<file path="config.mk">
export PLATFORM = sky130hd
export DESIGN_NAME = scba_ctrl
export DESIGN_NICKNAME = d
export VERILOG_FILES = /design/src/rtl/core/scba_pkg.sv /design/src/rtl/core/scba_ctrl.sv
export VERILOG_INCLUDE_DIRS = /design/src /design/src/rtl/core
export SDC_FILE = /design/constraint.sdc
export NUM_CORES = 1
export LEC_CHECK = 0
export BUFFER_PORTS_ARGS = -buffer_cell sky130_fd_sc_hd__buf_2
export CAP_MARGIN = 25
export CELL_PAD_IN_SITES_DETAIL_PLACEMENT = 1
export CELL_PAD_IN_SITES_GLOBAL_PLACEMENT = 2
export CORE_UTILIZATION = 29
export DETAILED_ROUTE_END_ITERATION = 8
export PLACE_DENSITY_LB_ADDON = 0.3
export RECOVER_POWER = 100
export SLEW_MARGIN = 0
export SYNTH_ARGS = -nofsm -noshare
export SYNTH_HDL_FRONTEND = slang
export SYNTH_SLANG_ARGS = --single-unit
</file>
<file path="constraint.sdc">
create_clock -name clk -period 5.1 [get_ports clk]
set_clock_uncertainty 0.15 [all_clocks]
set_input_delay 0 -clock clk [delete_from_list [all_inputs] [get_ports clk]]
set_output_delay 0 -clock clk [all_outputs]
set_load 0.03 [all_outputs]
</file>
<file path="src/rtl/core/size_class_block_allocator_assert.svh">
// Assertion macros for the size-class block allocator.
`ifndef SIZE_CLASS_BLOCK_ALLOCATOR_ASSERT_SVH
`define SIZE_CLASS_BLOCK_ALLOCATOR_ASSERT_SVH
`ifndef SYNTH
`define SCBA_ASSERT_IMPL(label, clk, rst, prop, msg) \
  label: assert property (@(posedge clk) disable iff (rst) prop) else $error(msg);
`define SCBA_ASSERT_NORST(label, clk, prop, msg) \
  label: assert property (@(posedge clk) prop) else $error(msg);
`else
`define SCBA_ASSERT_IMPL(label, clk, rst, prop, msg)
`define SCBA_ASSERT_NORST(label, clk, prop, msg)
`endif
`endif

</file>
<file path="src/rtl/core/scba_pkg.sv">
// Package with shared types, constants and the class table of the allocator.
package scba_pkg;
  localparam int NUM_CLASSES = 21;
  localparam int REFILL_BLOCKS = 16;
  localparam int LOCAL_DEPTH = 32;
  localparam int GLOBAL_DEPTH = 256;
  localparam int ADDR_BITS = 48;
  localparam int SPILL_BLOCKS = 16;
  localparam int CLS_W = 5;
  localparam int FLD_W = 48;
  localparam int CFG_W = 48;
  localparam int CFG_IDX_W = 2;

  localparam logic [1:0] FN_CALLOC = 2'd0;
  localparam logic [1:0] FN_CFREE = 2'd1;
  localparam logic [1:0] FN_DALLOC = 2'd2;
  localparam logic [1:0] FN_DFREE = 2'd3;

  localparam logic [1:0] ST_OK = 2'd0;
  localparam logic [1:0] ST_NULL = 2'd1;
  localparam logic [1:0] ST_OOM = 2'd2;
  localparam logic [1:0] ST_FULL = 2'd3;

  localparam logic [CFG_IDX_W-1:0] REG_BATCH = 2'd0;
  localparam logic [CFG_IDX_W-1:0] REG_BASE = 2'd1;
  localparam logic [CFG_IDX_W-1:0] REG_LEN = 2'd2;

  typedef enum logic [2:0] {
    OP_NONE = 3'b001,
    OP_G2L = 3'b010,
    OP_L2G = 3'b100
  } move_op_t;

  // Commands from the controller to the datapath.
  typedef struct packed {
    logic load;
    logic carve;
    logic move_g2l;
    logic move_l2g;
    logic pop_local;
    logic pop_global;
    logic push_local;
    logic push_global;
    logic bump_offset;
    logic finish;
    logic [1:0] status;
  } scba_cmd_t;

  // Status from the datapath to the controller.
  typedef struct packed {
    logic [1:0] func;
    logic addr_zero;
    logic local_empty;
    logic global_empty;
    logic local_at_limit;
    logic local_below_limit;
    logic spill_fits;
    logic global_full;
    logic refill_fits;
    logic region_fits;
    logic carve_last;
    logic spill_last;
    logic rd_busy;
  } scba_stat_t;

  function automatic logic [22:0] class_bytes(input logic [CLS_W-1:0] c);
    logic [22:0] b;
    case (c)
      5'd0: b = 23'd8;
      5'd1: b = 23'd16;
      5'd2: b = 23'd32;
      5'd3: b = 23'd48;
      5'd4: b = 23'd64;
      5'd5: b = 23'd80;
      5'd6: b = 23'd96;
      5'd7: b = 23'd112;
      5'd8: b = 23'd128;
      5'd9: b = 23'd192;
      5'd10: b = 23'd256;
      5'd11: b = 23'd512;
      5'd12: b = 23'd1024;
      5'd13: b = 23'd2048;
      5'd14: b = 23'd4096;
      5'd15: b = 23'd8192;
      5'd16: b = 23'd16384;
      5'd17: b = 23'd32768;
      5'd18: b = 23'd65536;
      5'd19: b = 23'd1048576;
      default: b = 23'd4194304;
    endcase
    return b;
  endfunction

  function automatic logic [CLS_W-1:0] pick_class(input logic [31:0] s);
    logic [CLS_W-1:0] r;
    r = CLS_W'(NUM_CLASSES - 1);
    for (int i = NUM_CLASSES - 1; i >= 0; i--) begin
      if ({9'd0, s} <= {18'd0, class_bytes(CLS_W'(i))}) r = CLS_W'(i);
    end
    return r;
  endfunction
endpackage

</file>
<file path="src/rtl/core/scba_ctrl.sv">
// Controller state machine sequencing refills, batch moves and spills.
module scba_ctrl (
  input logic clk,
  input logic rst,
  input logic in_valid,
  output logic in_ready,
  output logic out_valid,
  input logic out_ready,
  input scba_pkg::scba_stat_t stat,
  output scba_pkg::scba_cmd_t cmd
);
  import scba_pkg::*;
  `include "size_class_block_allocator_assert.svh"

  typedef enum logic [9:0] {
    S_IDLE = 10'b0000000001,
    S_DECODE = 10'b0000000010,
    S_CARVE = 10'b0000000100,
    S_FILL = 10'b0000001000,
    S_FILLW = 10'b0000010000,
    S_SPILL = 10'b0000100000,
    S_SPILLW = 10'b0001000000,
    S_POP = 10'b0010000000,
    S_POPW = 10'b0100000000,
    S_DONE = 10'b1000000000
  } state_t;

  state_t state, state_next;
  logic [1:0] st, st_next;
  logic out_full;

  always_comb begin
    state_next = state;
    st_next = st;
    cmd = '0;
    cmd.status = st;
    case (state)
      S_IDLE: begin
        if (in_valid && !out_full) begin
          cmd.load = 1'b1;
          state_next = S_DECODE;
        end
      end
      S_DECODE: begin
        // Class, limits and carve total settle here from the loaded request.
        st_next = ST_OK;
        case (stat.func)
          FN_CALLOC: begin
            if (!stat.local_empty) state_next = S_POP;
            else if (stat.global_empty) begin
              if (!stat.refill_fits) begin st_next = ST_FULL; state_next = S_DONE; end
              else if (!stat.region_fits) begin st_next = ST_OOM; state_next = S_DONE; end
              else state_next = S_CARVE;
            end else state_next = S_FILL;
          end
          FN_DALLOC: begin
            if (!stat.global_empty) state_next = S_POP;
            else if (!stat.refill_fits) begin st_next = ST_FULL; state_next = S_DONE; end
            else if (!stat.region_fits) begin st_next = ST_OOM; state_next = S_DONE; end
            else state_next = S_CARVE;
          end
          FN_CFREE: begin
            if (stat.addr_zero) begin st_next = ST_NULL; state_next = S_DONE; end
            else if (!stat.local_at_limit) state_next = S_DONE;
            else if (!stat.spill_fits) begin st_next = ST_FULL; state_next = S_DONE; end
            else state_next = S_SPILL;
          end
          default: begin
            if (stat.addr_zero) begin st_next = ST_NULL; state_next = S_DONE; end
            else if (stat.global_full) begin st_next = ST_FULL; state_next = S_DONE; end
            else state_next = S_DONE;
          end
        endcase
      end
      S_CARVE: begin
        cmd.carve = 1'b1;
        if (stat.carve_last) begin
          cmd.bump_offset = 1'b1;
          state_next = (stat.func == FN_CALLOC) ? S_FILL : S_POP;
        end
      end
      S_FILL: begin
        if (stat.local_below_limit && !stat.global_empty) begin
          cmd.pop_global = 1'b1;
          state_next = S_FILLW;
        end else state_next = S_POP;
      end
      S_FILLW: begin
        cmd.move_g2l = 1'b1;
        cmd.push_local = 1'b1;
        state_next = S_FILL;
      end
      S_SPILL: begin
        cmd.pop_local = 1'b1;
        state_next = S_SPILLW;
      end
      S_SPILLW: begin
        cmd.move_l2g = 1'b1;
        cmd.push_global = 1'b1;
        state_next = (stat.spill_last || stat.local_empty) ? S_DONE : S_SPILL;
      end
      S_POP: begin
        if (stat.func == FN_CALLOC) cmd.pop_local = 1'b1;
        else cmd.pop_global = 1'b1;
        state_next = S_POPW;
      end
      S_POPW: begin
        if (!stat.rd_busy) state_next = S_DONE;
      end
      S_DONE: begin
        if (st == ST_OK && stat.func == FN_CFREE) cmd.push_local = 1'b1;
        if (st == ST_OK && stat.func == FN_DFREE) cmd.push_global = 1'b1;
        cmd.finish = 1'b1;
        state_next = S_IDLE;
      end
      default: state_next = S_IDLE;
    endcase
  end

  always_ff @(posedge clk) begin
    if (rst) begin
      state <= S_IDLE;
      st <= ST_OK;
      out_full <= 1'b0;
    end else begin
      state <= state_next;
      st <= st_next;
      if (cmd.finish) out_full <= 1'b1;
      else if (out_ready) out_full <= 1'b0;
    end
  end

  assign in_ready = (state == S_IDLE) && !out_full;
  assign out_valid = out_full;

  `SCBA_ASSERT_IMPL(a_onehot, clk, rst, $onehot(state), "state not one-hot")
  `SCBA_ASSERT_IMPL(a_no_finish_full, clk, rst, cmd.finish |-> !out_full, "result overwritten")
  `SCBA_ASSERT_IMPL(a_accept_busy, clk, rst, (in_valid && in_ready) |=> !in_ready, "busy")
endmodule

</file>
==> run metrics <==
reg-to-reg startpoint state[4]; CP arrival 3.36 ns; CP most frequent cell dlygate4sd3_1; clock sink count 13; final setup fails 0; post-layout util 37.9%; top post-synthesis cells by area dfxtp_1 25%, nor2_1 8.6%, a21oi_1 4.8%; Mapped Cells 142; Min-Delay Path Class primary input to flop; Slew Limit Fails 0; Slew headroom 71.3%; Final period util 64.5%; DRC violations left 0; Post-synth EDFFs 0; H-Tree Depth 1; count leader, synth nor2_1; Max Clock Freq 304 MHz; status finished clean; DP HPWL 2.61 mm; antenna violations before repair 0; post-synth cell types 48; hold slack 0.00508 ns; TritonCTS Buffers 3; vias in the first global route 1237; pwr dens 195 nW/µm²; Die X 62.2 µm; CTS tree built; sequential cell area 260 µm²; final hold viol count 0; Final Cell Area 1290 µm²; Reg clk slew, reported paths 0.08 ns; crit path cell chain or4_1, nor3_1, and3_1, a41oi_1, dlygate4sd3_1, nor2_1, dlygate4sd3_1; grt ovf 0; Cells after DPL 209; Nets 197; CP startpoint state[4]; HP Start stat[11]; clk buf depth 2; CTS hold repair buffers 11; Crit-path slowest cell or4_1; post-DR wirelength/cell 14.7 µm; Final min period 3.29 ns; Synth Flop Type dfxtp_1; RSZ-0062 raised after global routing no; Total GRT Usage 18.5%; Setup TNS Final 0 ns; later-pin clock latency in the skew report 0.28 ns; synth-to-layout area growth 23.2%; Max VDD drop 0.0467 mV; synthesized area 1050 µm²; synth warn 0; CP Class flop to flop; first-pass GRT wire length 5.81 mm; I/O Pins 32; Commonest cells post-synth 24 x nor2_1, 13 x dfxtp_1, 12 x nand2_1; Die Y-Extent 62.2 µm; Vias 1179; worst-margin pin slew 0.427 ns; Crit path required time 5.18 ns; largest net degree at the start of global routing 13; CP startpoint kind flop; FILL cells 463; Placement Rows 21; initial drt markers 66; Core Area 3420 µm²; Crit. End Element flop; Avg Cell Area, Syn 7.40 µm²; FFs w/ async S/R, synth 0%; final wirelength 3.30 mm; clock root cell clkbuf_4; Final Non-Filler Cells 224; DP Area 1200 µm²; Max Cap Viol 0; Seq/Total Area, Yosys 24.8%; Yosys top cell area share 24.8%; leading area contributor after synthesis dfxtp_1; Synth Register Bits 13; Crit path largest cell delay 0.69 ns; Max Fanout on Critical Path 9; die area 3870 µm²; GPL Wtd Cong 0.798; Routed Antenna Nets 0; Post-CTS Resized 0; Starting Density 30.8%; Via density 5.26; Detailed Routing Iterations Pass 1 4; layout cells sized above 1 17.4%; Setup Fix Bufs, Post-CTS 0; diode count 0; footprint of the multi-input gates 677 µm²; # port buffers 31; Mapped Nets 160; Leak 0.000489 µW
state kept, by name (all words and copies together) (netlist names):
register and flops:
state 10, out_valid 1, st 2
layout by cell type, fill, tap and decap left out, types with 2 or more instances in the layout:
cell,count
nor2b_1,2
o21a_1,2
clkbuf_4,3
nor4_1,3
a211oi_1,2
o32a_1,2
o22ai_1,2
clkbuf_1,15
nor4_2,2
or3_1,2
and3_1,2
nand3_1,2
inv_1,7
nand4b_1,2
nor3_1,6
a21oi_1,10
a41oi_1,3
nor2_1,24
o21ai_0,4
or2_2,2
xor2_1,2
nand2_1,12
dfxtp_1,13
buf_2,17
dlygate4sd3_1,11
or4_1,3
mux2i_1,3
through the flow:
stage	setup slack (ns)	power (µW)
floorplan	2.29	172
global placement	2.88	191
detailed placement	2.83	191
CTS	2.12	261
global route	1.58	270
finish	1.81	253
worst max-delay path, delay by kind of cell (launching register included):
kind / cells / cell delay, ns
and+or+nand+nor: 4 / 1.46
buffers and inverters: 2 / 1.12
DFF: 1 / 0.39
AOI/OAI and AO/OA: 1 / 0.12
cells by family (layout without fill, tap and decap cells):
logic type | Yosys count | after routing | synth area share, %
and+or+nand+nor | 76 | 76 | 42.4
buffers and inverters | 17 | 53 | 8.33
xor gates and xnor gates | 2 | 2 | 1.67
DFF | 13 | 13 | 24.8
muxes | 3 | 3 | 2.86
AOI/OAI and AO/OA | 31 | 31 | 20.0
worst paths after layout:
path / end / slack [ns] / cells past startpoint
worst min-delay path: st[0] / 0.005 / 3
worst max register to register: state[2] / 1.81 / 7
worst min register to register: st[1] / 0.33 / 2
worst max-delay path: state[2] / 1.81 / 7
final cells by class:
| class | instances | share of cell area (%) |
|---|---|---|
| Inverter | 7 | 2.03 |
| Clock buffer | 4 | 2.03 |
| Timing Repair Buffer | 42 | 19.1 |
| Sequential cell | 13 | 20.1 |
| Tap cell | 46 | 4.44 |
| Multi-Input combinational cell | 112 | 52.3 |
per-layer routing:
| metal | global-route usage (%) | part of all wire, % | up-vias | routed length (µm) |
|---|---|---|---|---|
| li1 | - | - | 589 | - |
| met3 | 1.65 | 2.8 | 4 | 94 |
| met1 | 23.9 | 48 | 564 | 1580 |
| met5 | 0 | 0 | - | 0 |
| met4 | 4.36 | 0.76 | 0 | 25 |
| met2 | 33.0 | 48 | 22 | 1600 |
power by group:
group / switching (µW) / internal (µW) / leakage (µW)
Clock: 35.0 / 30.3 / 0.0000150
Sequential: 8.86 / 105 / 0.000105
Combinational: 45.2 / 28.7 / 0.000368
Total: 89.1 / 164 / 0.000489
(Power assumes the default switching activity.)
